## src/hw/rtl/timestamp_root_code_encoder_assert.svh

```systemverilog
// ----------------------------------------------------------------------------
// Timestamp root code encoder - assertion macros
// Shared property macros for the encoder's concurrent checks.
// ----------------------------------------------------------------------------
`ifndef TIMESTAMP_ROOT_CODE_ENCODER_ASSERT_SVH
`define TIMESTAMP_ROOT_CODE_ENCODER_ASSERT_SVH

// same-cycle implication
`define TSRC_ASSERT_IMPL(label, clk, rst_n, ante, cons) \
    label: assert property (@(posedge clk) disable iff (!rst_n) (ante) |-> (cons)) \
        else $error("tsrc: same-cycle check failed");

// next-cycle implication
`define TSRC_ASSERT_NEXT(label, clk, rst_n, ante, cons) \
    label: assert property (@(posedge clk) disable iff (!rst_n) (ante) |=> (cons)) \
        else $error("tsrc: next-cycle check failed");

`endif

```

## src/hw/rtl/tsrc_pkg.sv

```systemverilog
// ----------------------------------------------------------------------------
// Timestamp root code encoder - package
// Shared types, constants and the digit-to-character function.
// ----------------------------------------------------------------------------
package tsrc_pkg;

    localparam int TSRC_IN_W     = 72;
    localparam int TSRC_OUT_W    = 48;
    localparam int TSRC_USER_W   = 2;
    localparam int TSRC_NUM_CELLS = 5;

    localparam logic [31:0] TSRC_BREAK_RESET = 32'd1519659904;

    // legacy period weights
    localparam logic [31:0] TSRC_SCALE_YEAR = 32'd7884000;
    localparam logic [31:0] TSRC_SCALE_DAY  = 32'd21600;
    localparam logic [31:0] TSRC_SCALE_HOUR = 32'd900;
    localparam logic [31:0] TSRC_SCALE_MIN  = 32'd15;

    // reciprocals: q = (v * M) >> K, exact for any 32-bit v
    localparam logic [31:0] TSRC_RECIP_36 = 32'd3817748708;
    localparam int          TSRC_SHIFT_36 = 37;
    localparam logic [31:0] TSRC_RECIP_26 = 32'd2643056798;
    localparam int          TSRC_SHIFT_26 = 36;

    localparam logic [7:0] TSRC_CH_ZERO  = 8'h30;
    localparam logic [7:0] TSRC_CH_UPPER = 8'h41;
    localparam logic [7:0] TSRC_CH_LOWER = 8'h61;
    localparam logic [7:0] TSRC_DEC_BASE = 8'd10;

    typedef struct packed {
        logic [31:0]     val;
        logic            new_fmt;
        logic            bad;
        logic [4:0][7:0] lo_chars;  // [4] = sixth char .. [0] = second char
    } t_word;

    typedef struct packed {
        logic en_a;
        logic en_b;
    } t_front_ctl;

    function automatic logic [7:0] tsrc_digit_char(input logic [7:0] d,
                                                   input logic new_fmt);
        logic [7:0] c;
        if (new_fmt) begin
            if (d < TSRC_DEC_BASE) begin
                c = TSRC_CH_ZERO + d;
            end else begin
                c = TSRC_CH_UPPER + d - TSRC_DEC_BASE;
            end
        end else begin
            c = TSRC_CH_LOWER + d;
        end
        return c;
    endfunction

endpackage

```

## src/hw/rtl/tsrc_front.sv

```systemverilog
// ----------------------------------------------------------------------------
// Timestamp root code encoder - front end
// Two stages: format select and date checks, then the legacy period sum.
// ----------------------------------------------------------------------------
module tsrc_front import tsrc_pkg::*; (
    input  logic                 i_clk,
    input  t_front_ctl           i_ctl,
    input  logic [31:0]          i_break_epoch,
    input  logic [TSRC_IN_W-1:0] i_tdata,
    output t_word                o_word
);

    logic [31:0] epoch;
    logic [7:0]  year;
    logic [8:0]  day;
    logic [4:0]  hour;
    logic [5:0]  minute;
    logic [7:0]  sec;

    logic [32:0] diff;
    logic [7:0]  year_mod;
    logic [6:0]  y_lo;
    logic [6:0]  y79;
    logic [7:0]  y79_p2;
    logic [6:0]  y79_p3;
    logic [9:0]  day_adj;
    logic        bad;

    logic        r_new;
    logic        r_bad;
    logic [31:0] r_u;
    logic [6:0]  r_y79;
    logic [9:0]  r_day_adj;
    logic [4:0]  r_hour;
    logic [5:0]  r_min;
    logic [7:0]  r_sec;

    logic [31:0] periods;
    t_word       n_word;
    t_word       r_word;

    assign epoch  = i_tdata[31:0];
    assign year   = i_tdata[39:32];
    assign day    = i_tdata[48:40];
    assign hour   = i_tdata[53:49];
    assign minute = i_tdata[59:54];
    assign sec    = i_tdata[67:60];

    assign diff = {1'b0, epoch} - {1'b0, i_break_epoch};

    always_comb begin
        if (year >= 8'd200) begin
            year_mod = year - 8'd200;
        end else if (year >= 8'd100) begin
            year_mod = year - 8'd100;
        end else begin
            year_mod = year;
        end
    end

    assign y_lo    = year_mod[6:0];
    assign y79     = (y_lo >= 7'd79) ? (y_lo - 7'd79) : (y_lo + 7'd21);
    assign y79_p2  = {1'b0, y79} + 8'd2;
    assign y79_p3  = y79 + 7'd3;
    assign day_adj = {1'b0, day} + {4'b0, y79_p2[7:2]} - 10'd1;

    assign bad = (day == 9'd0) || (day > 9'd366)
              || ((day == 9'd366) && (y79_p3[1:0] != 2'd0))
              || (hour > 5'd23) || (minute > 6'd59);

    always_ff @(posedge i_clk) begin
        if (i_ctl.en_a) begin
            r_new     <= ~diff[32];
            r_bad     <= diff[32] & bad;
            r_u       <= diff[31:0];
            r_y79     <= y79;
            r_day_adj <= day_adj;
            r_hour    <= hour;
            r_min     <= minute;
            r_sec     <= sec;
        end
    end

    assign periods = 32'(r_y79) * TSRC_SCALE_YEAR
                   + 32'(r_day_adj) * TSRC_SCALE_DAY
                   + 32'(r_hour) * TSRC_SCALE_HOUR
                   + 32'(r_min) * TSRC_SCALE_MIN
                   + 32'(r_sec[7:2]);

    always_comb begin
        n_word          = '0;
        n_word.val      = r_new ? r_u : periods;
        n_word.new_fmt  = r_new;
        n_word.bad      = r_bad;
    end

    always_ff @(posedge i_clk) begin
        if (i_ctl.en_b) begin
            r_word <= n_word;
        end
    end

    assign o_word = r_word;

endmodule

```

## config.mk

```make
export PLATFORM = sky130hd
export DESIGN_NAME = tsrc_front
export DESIGN_NICKNAME = d
export VERILOG_FILES = /design/src/hw/rtl/timestamp_root_code_encoder_assert.svh /design/src/hw/rtl/tsrc_pkg.sv /design/src/hw/rtl/tsrc_front.sv
export SDC_FILE = /design/constraint.sdc
export NUM_CORES = 1
export LEC_CHECK = 0
export BUFFER_PORTS_ARGS = -buffer_cell sky130_fd_sc_hd__buf_4
export CAP_MARGIN = 25
export CORE_ASPECT_RATIO = 0.9
export CORE_UTILIZATION = 60
export CTS_CLUSTER_SIZE = 40
export DETAILED_ROUTE_END_ITERATION = 7
export PLACE_DENSITY = 0.82
export SETUP_SLACK_MARGIN = 0.2
export SYNTH_ARGS = -nofsm -noshare
export SYNTH_HDL_FRONTEND = slang
export SYNTH_SLANG_ARGS = --single-unit
```

## constraint.sdc

```tcl
create_clock -name i_clk -period 12.1 [get_ports i_clk]
set_input_delay 3.63 -clock i_clk [delete_from_list [all_inputs] [get_ports i_clk]]
set_output_delay 3.63 -clock i_clk [all_outputs]
set_load 0.1 [all_outputs]
```

## Word-level counts from Yosys, hierarchy flattened

Cells that the tools add are included.

- Add/subtract/negate cells: 13
- Magnitude comparators: 6
- Div/mod/pow operators: 0
- Shift-type cells: 0
- Bitwise operators: 2
- Reductions and logical operators: 7
- Muxes and demuxes: 4
- Multipliers: 4
- Equal/unequal tests: 1

Operators by type and width:

| kind | number |
|---|---|
| $sub A32 B32 Y33 | 1 |
| $add A31 B15 Y32 | 1 |
| $add A32 B10 Y32 | 1 |
| $add A32 B6 Y32 | 1 |
| $mux W32 | 1 |
| $add A30 B25 Y31 | 1 |
| $mul A7 B18 Y25 const B | 1 |
| $mux W7 | 3 |
| $sub A7 B7 Y7 const B | 3 |
| $mul A10 B10 Y20 const B | 1 |
| $mul A5 B8 Y13 const B | 1 |
| $add A9 B6 Y10 | 1 |
| $mul A6 B4 Y10 const B | 1 |
| $sub A10 B1 Y10 const B | 1 |
| $eq A9 B9 Y1 const B | 1 |
| $gt A9 B9 Y1 const B | 1 |
| $logic_not A9 Y1 | 1 |
| $add A7 B2 Y8 const B | 1 |
| $ge A8 B7 Y1 const B | 1 |
| $ge A8 B8 Y1 const B | 1 |
| $add A7 B5 Y7 const B | 1 |
| $ge A7 B7 Y1 const B | 1 |
| $gt A6 B6 Y1 const B | 1 |
| $gt A5 B5 Y1 const B | 1 |
| other kinds (6) | 9 |

- Memories: 0
- Memory bits (writable): 0
- Latch bits: 0
- ROM bits: 0
- Flip-flop bits (word level): 104
- Input port bits: 107

## Depth between registers and ports, before layout

Gate-level depths: netlist (run 1).

- Word-level depth: 12
- Gate-level depth with buffers: 30

## Least setup slack after synthesis (run 1)

OpenSTA, ideal clock, no wires.

- Path type: input-to-reg
- Start: in i_tdata[34]
- End: reg r_day_adj[9], data pin
- Data arrival time: 7.603 ns
- Cell stages on the path: 25
- Slack: 4.239 ns
- Buffers on the path: 0
- Required time: 11.842 ns
- Path through: inv_1 > ha_1 > a2111oi_4 > nor3_1 > a221o_2 > xor2_4 > nand2_2 > a21oi_1 > o22a_1 > o221ai_1 > ha_1 > xnor2_1 > ha_1 > inv_1 > ha_1 > inv_1 > fa_1 > inv_1 > a21oi_1 > o21ai_0 > a21o_1 > a21oi_1 > o21bai_1 > a21oi_1 > xnor2_1

- Cells in the longest elaborated chain, start to end: 8

RTL lines:

| item | RTL line | RTL |
|---|---|---|
| from (decl) | tsrc_front.sv:9 | `input logic [TSRC_IN_W-1:0] i_tdata,` |
| $sub A7 B7 Y7 / $ge A8 B7 Y1 (equally long branches) | tsrc_front.sv:55, tsrc_front.sv:54 |  |
| $mux W7 | tsrc_front.sv:54 | `end else if (year >= 8'd100) begin` |
| $mux W7 * | tsrc_front.sv:52 | `if (year >= 8'd200) begin` |
| $add A7 B5 Y7, or another cell as far along | tsrc_front.sv:62 | `assign y79 = (y_lo >= 7'd79) ? (y_lo - 7'd79) : (y_lo + 7'd21);` |
| $mux W7 * | tsrc_front.sv:62 |  |
| named net y79[2] | tsrc_front.sv:23 | `logic [6:0] y79;` |
| $add A7 B2 Y8 * | tsrc_front.sv:63 | `assign y79_p2 = {1'b0, y79} + 8'd2;` |
| $add A9 B6 Y10 * | tsrc_front.sv:65 | `assign day_adj = {1'b0, day} + {4'b0, y79_p2[7:2]} - 10'd1;` |
| $sub A10 B1 Y10 * | tsrc_front.sv:65 |  |
| named net day_adj[9] | tsrc_front.sv:26 | `logic [9:0] day_adj;` |
| to (signal assigned) | tsrc_front.sv:77 | `r_day_adj <= day_adj;` |
| to (decl) | tsrc_front.sv:33 | `logic [9:0] r_day_adj;` |

Mark *: on every way through the listed nets, which the timed path passes. The rest lies on a longest branch.
A chain may end at the register's enable or synchronous reset.

## Final worst setup path (run 1)

Ends and elaborated chain as after synthesis.

==> metrics.yaml, run 1 <==
finClkSkew_ps: 13.46
synth_area_per_cell_um2: 9.487
postCtsResizedCells: 0
fillers: 1827
initial_core_util_pct: 61.19
cts.htree.levels: 3
grt_start_max_net_pins: 69
layout-drive-gt1-share_pct: 11.01
cts-root-buf: "clkbuf_16"
fp.dieW_um: 161.7
critPathLaunchType: "primary input"
regArea_mm2: 0.003063
place.gp.congestion: 0.9855
drc: 0
setup_viol: 0
slew_headroom_pct: 37.66
clock.fmax_mhz: 122.5
reg2reg_from: "r_y79[4]"
synth-seq-cells: 102
core_area_mm2: 0.02251
hold_depth: 0
hold_path_class: "reg -> reg"
drv_cap: 0
fin_crit_sh_pct: 67.49
synth_cell_types: 79
hold_buffers: 0
min_to: "o_word[40]"
grt_pass1_wl_mm: 47.58
tightest_slew_ps: 935.1
first_pass_iters: 5
status: "finished clean"
cts-buffers-inserted: 9
r2r_slack_ps: 4520
area_growth_pct: 10.85
worst-r2r-cell-count: 27
routed_wl_mm: 28.64
ys.flop_type: "edfxtp_1"
cts_tree: "built"
synthArstFlopShare_pct: 0
synth_cells: 1452
via_count: 10550
ys.warnings.count: 0
clock_path_buffers: 2
row_count: 52
crit_arrival_ps: 8280
io_buffers: 134
die-area_mm2: 0.02357
hpwl_mm: 24.18
grt_pass1_vias: 10180
clk_latency_ps: 360
via_per_inst: 5.591
multi_input_area_mm2: 0.009594
ant_nets: 0
reg2reg_to: "o_word[71]"
fin_setup_tns_ps: 0
rsz0062_at_grt: "no"
synth-edff-count: 102
fin_crit_ps: 8166
clk_pin_slew_worst_paths_ps: 80
cp-end-kind: "register"
antenna_found_initial: 1
crit_start: "i_tdata[34]"
path_max_fanout: 11
wl_per_cell_um: 15.19
grt.total_usage_pct: 25.19
grt_overflow_total: 0
dieHeight_um: 145.7
hp-start: "r_bad"
seq_area_frac_synth_pct: 22.24
nets: 2061
drv_slew: 0
netlist_area_mm2: 0.01377
drt-initial-drc-count: 673
pin_count: 181
path_class: "in -> reg"
antenna_cells: 0
finalHoldViolations: 0
cts.sinks: 102
required_ps: 12220
post-cts-setup-buffers: 0
-- per-layer routing --
layer | vias up | GRT usage, % | share of wire (%) | routed length (um)
li1 | 5251 | - | - | -
met1 | 4959 | 33.68 | 44 | 12610
met2 | 305 | 42.89 | 48 | 13740
met3 | 30 | 3.961 | 6.5 | 1870
met4 | 0 | 5.755 | 1.5 | 426
met5 | - | 0 | 0 | 0
-- worst max path at each step --
stage                         to  slack [ps]  cells past startpoint
floorplan           r_day_adj[9]        4240                     25
global placement    r_day_adj[9]        3730                     24
detailed placement  r_day_adj[9]        3650                     24
CTS                 r_day_adj[9]        3940                     24
global route        r_day_adj[9]        3540                     24
finish              r_day_adj[9]        3930                     24
-- synthesized netlist by cell type (8+ instances only) --
cell / instances / share of area (%)
inv_1: 239 / 6.5
nor2b_1: 15 / 0.68
a21o_1: 28 / 1.5
o21a_1: 19 / 1.0
fa_1: 69 / 10
a31oi_1: 10 / 0.45
o31ai_1: 8 / 0.44
ha_1: 301 / 27
o211ai_1: 10 / 0.54
nand4_1: 12 / 0.54
buf_4: 40 / 2.2
a211oi_1: 10 / 0.54
xnor2_1: 68 / 4.3
nand2b_1: 19 / 0.86
nor2_1: 69 / 1.9
a21oi_1: 76 / 2.8
nand3_1: 22 / 0.80
o21ai_0: 68 / 2.5
clkbuf_1: 12 / 0.33
xor2_1: 28 / 1.8
o21bai_1: 13 / 0.71
edfxtp_1: 102 / 22
nor3_1: 14 / 0.51
nand2_1: 83 / 2.3
-- cell families after synthesis --
| family | Yosys count | share of synthesized area, % |
|---|---|---|
| simple gates | 266 | 9.129 |
| xor+xnor | 98 | 6.422 |
| flops | 102 | 22.24 |
| fa+ha+maj | 370 | 37.37 |
| buf+inv | 294 | 9.174 |
| compound gates | 310 | 14.83 |
| other cells | 2 | 0.05452 |
| mux | 10 | 0.7812 |
-- placed cells by master, fill, tap and decap left out, types with 8 or more instances in the layout --
cell,Yosys,routed
o21ai_0,68,68
o31ai_1,8,8
a21o_1,28,28
inv_1,239,239
a211oi_1,10,10
nor3_1,14,14
o21a_1,19,19
ha_1,301,301
buf_4,40,137
conb_1,2,41
a21oi_1,76,76
nand3_1,22,22
nor2b_1,15,15
nand4_1,12,12
fa_1,69,69
nand2b_1,19,19
a31oi_1,10,10
o211ai_1,10,10
xor2_1,28,28
xnor2_1,68,68
o21bai_1,13,13
clkbuf_16,0,9
nand2_1,83,83
edfxtp_1,102,102
nor2_1,69,69
-- sequential cells by signal (all words and copies together), names as in the netlist --
name,count
r_u,32
r_sec,6
r_bad,1
r_new,1
r_hour,5
o_word,34
r_min,6
r_y79,7
r_day_adj,10
-- stage by stage --
step / cells / area (um^2) / hold WS [ps] / worst slack [ps] / util, %
after detailed placement: 1870 / 14950 / 404.5 / 3649 / 66.43
after global placement: 1870 / 14950 / 402.5 / 3731 / 66.43
final: 1886 / 15270 / 432.6 / 3934 / 67.83
after global routing: 1886 / 15270 / 443.5 / 3536 / 67.83
after CTS: 1886 / 15270 / 434.3 / 3937 / 67.83
after floorplan: 1491 / 13920 / 400.3 / 4239 / -
-- final cells by class --
| class | instances | share of cell area [%] |
|---|---|---|
| flip-flops and latches | 102 | 20.06 |
| clock buffers | 9 | 1.475 |
| inverters | 239 | 5.875 |
| clock inverters | 7 | 0.5900 |
| multi-input cells | 1095 | 62.83 |
| repair buffers | 137 | 6.736 |
| well taps | 297 | 2.434 |
-- worst max-delay path, cell delays in order --
cell	delay (ps)
buf_4	110
inv_1	90
ha_1	240
a2111oi_4	430
o22ai_1	210
xnor2_1	710
nand2_1	120
o22a_1	190
o221ai_1	240
ha_1	250
xnor2_1	150
ha_1	260
inv_1	60
ha_1	150
inv_1	50
fa_1	400
inv_1	80
a21oi_1	60
o21ai_0	250
a21o_1	160
a21oi_1	80
o21bai_1	140
a21oi_1	90
xnor2_1	120
Power of run 1 is not shown: default switching activity piles up to over one toggle a cycle in this logic, so the estimate is an artifact.
==> inputs of run 2 (changes only) <==
- clock period: 12.1 -> 8.4 ns (I/O delays scaled with it)
==> metrics.yaml, run 2 (synthesis results as in run 1) <==
status: "finished clean"
clk_latency_ps: 350  # about the same
cp_common_cell: "ha_1"
layout_common_cells: "ha_1 (301), inv_1 (239), buf_4 (138)"
clock_path_buffers: 2  # unchanged
grt_pass1_vias: 10310  # +1.2%
drv_cap: 0  # unchanged
critPathBufInv: 4  # -1
cts-root-buf: "clkbuf_16"
wl_per_cell_um: 15.38  # +1.3%
crit_path_top_delay_cell: "fa_1"
drv_slew: 0  # unchanged
largest_register_ffs: 34  # unchanged
nets: 2062  # +0.049%
die-area_mm2: 0.02357  # unchanged
fin_crit_ps: 7643
layout_commonest_cell: "ha_1"
fp.dieW_um: 161.7  # unchanged
critPathLaunchType: "register"
finalHoldViolations: 0  # unchanged
cts_tree: "built"
cp_slowest_stage_delay_ps: 720  # about the same
fin_setup_tns_ps: 0  # unchanged
via_count: 10590  # +0.42%
drt-initial-drc-count: 605  # -10%
clk_pin_slew_worst_paths_ps: 70  # about the same
via_per_inst: 5.612  # +0.36%
postCtsResizedCells: 0  # unchanged
grt_pass1_wl_mm: 47.75  # +0.36%
post-cts-setup-buffers: 0  # unchanged
rsz0062_at_grt: "no"
setup_viol: 0  # unchanged
io_buffers: 134  # unchanged
fin_crit_sh_pct: 90.99
path_max_fanout: 8  # -3
fillers: 1794  # -1.8%
drc: 0  # unchanged
dieHeight_um: 145.7  # unchanged
row_count: 52  # unchanged
finClkSkew_ps: 7.545  # -5.918 ps
cp-end-kind: "register"
hpwl_mm: 24.42  # +0.96%
required_ps: 8510  # -3710 ps
ant_nets: 0  # unchanged
grt_overflow_total: 0  # unchanged
worst-r2r-cell-count: 27  # unchanged
core_area_mm2: 0.02251  # unchanged
grt_start_max_net_pins: 69  # unchanged
hold_depth: 0  # unchanged
initial_core_util_pct: 61.19  # unchanged
layout-drive-gt1-share_pct: 11.07  # +0.056 points
grt.total_usage_pct: 25.42  # +0.23 points
antenna_found_initial: 0  # -1
crit_arrival_ps: 7750  # -530 ps
cts-buffers-inserted: 9  # unchanged
crit_family: "adder cells"
clock.fmax_mhz: 130.8
antenna_cells: 0  # unchanged
cts.htree.levels: 3  # unchanged
hold_buffers: 0  # unchanged
hold_path_class: "reg -> reg"
first_pass_iters: 6  # +1
area_growth_pct: 11.01
place.gp.congestion: 0.9554  # -3.1%
path_class: "reg -> reg"
cp_num_cells: 27  # +13%
tightest_slew_ps: 954.8  # +19.70 ps
slew_headroom_pct: 36.35  # -1.3 points
pin_count: 181  # unchanged
cts.sinks: 102  # unchanged
routed_wl_mm: 29.03  # +1.4%
run 2: cell types whose count changed in the layout (fill, tap and decap cells not counted), sizes merged:
cell	change
bufinv	+1
inv	-1
buf	+1
run 2: area by class of cell:
| class | instances | area, um^2 | area share (%) |
|---|---|---|---|
| multi-input cells | 1095 | 9594 | 62.74 |
| flip-flops and latches | 102 | 3063 | 20.03 |
| repair buffers | 138 | 1036 | 6.775 |
| inverters | 239 | 897.1 | 5.867 |
| well taps | 297 | 371.6 | 2.430 |
| clock buffers | 9 | 225.2 | 1.473 |
| clock inverters | 7 | 103.9 | 0.6792 |
run 2: worst reg2reg max path, cell delays in order (launching register included):
cell      delay [ps]
edfxtp_1         590
fa_1             730
fa_1             460
ha_1             290
inv_1             50
fa_1             510
inv_1             50
ha_1             340
a21oi_1          280
o21ai_0          270
a21o_1           250
a21oi_1          170
xnor2_1          150
ha_1             260
ha_1             270
inv_1             50
fa_1             530
inv_1             40
ha_1             340
and3_1           230
and3_1           200
a22oi_1          240
nand3_1          140
a31oi_1          300
or3_1            160
a21oi_1           70
xnor2_1          160
mux2_2           280
run 2: metal layers:
metal  track usage, %  share of wire (%)  vias to the layer above
met5                0                  0                        -
met2            42.05                 47                      305
met3            5.215                7.3                       50
met4            6.698                2.1                        0
li1                 -                  -                     5234
met1            33.89                 44                     5000
run 2: worst paths after layout:
check / end / slack (ps) / start
setup / recovery: o_word[71] / 760 / r_y79[4]
hold / removal: o_word[40] / 420 / r_bad
setup reg to reg: o_word[71] / 760 / r_y79[4]
hold reg to reg: o_word[40] / 420 / r_bad
run 2: per-stage QoR:
step | hold slack (ps) | std cells | setup slack, ps | util (%) | cell area, um^2
floorplan | 400.3 | 1491 | 1625 | - | 13920
global placement | 402.8 | 1871 | 1022 | 66.46 | 14960
detailed placement | 404.5 | 1871 | 870.0 | 66.46 | 14960
CTS | 430.2 | 1887 | 808.6 | 67.92 | 15290
global route | 439.7 | 1887 | 332.7 | 67.92 | 15290
finish | 423.6 | 1887 | 757.2 | 67.92 | 15290
Power of run 2 is left out for the same reason.
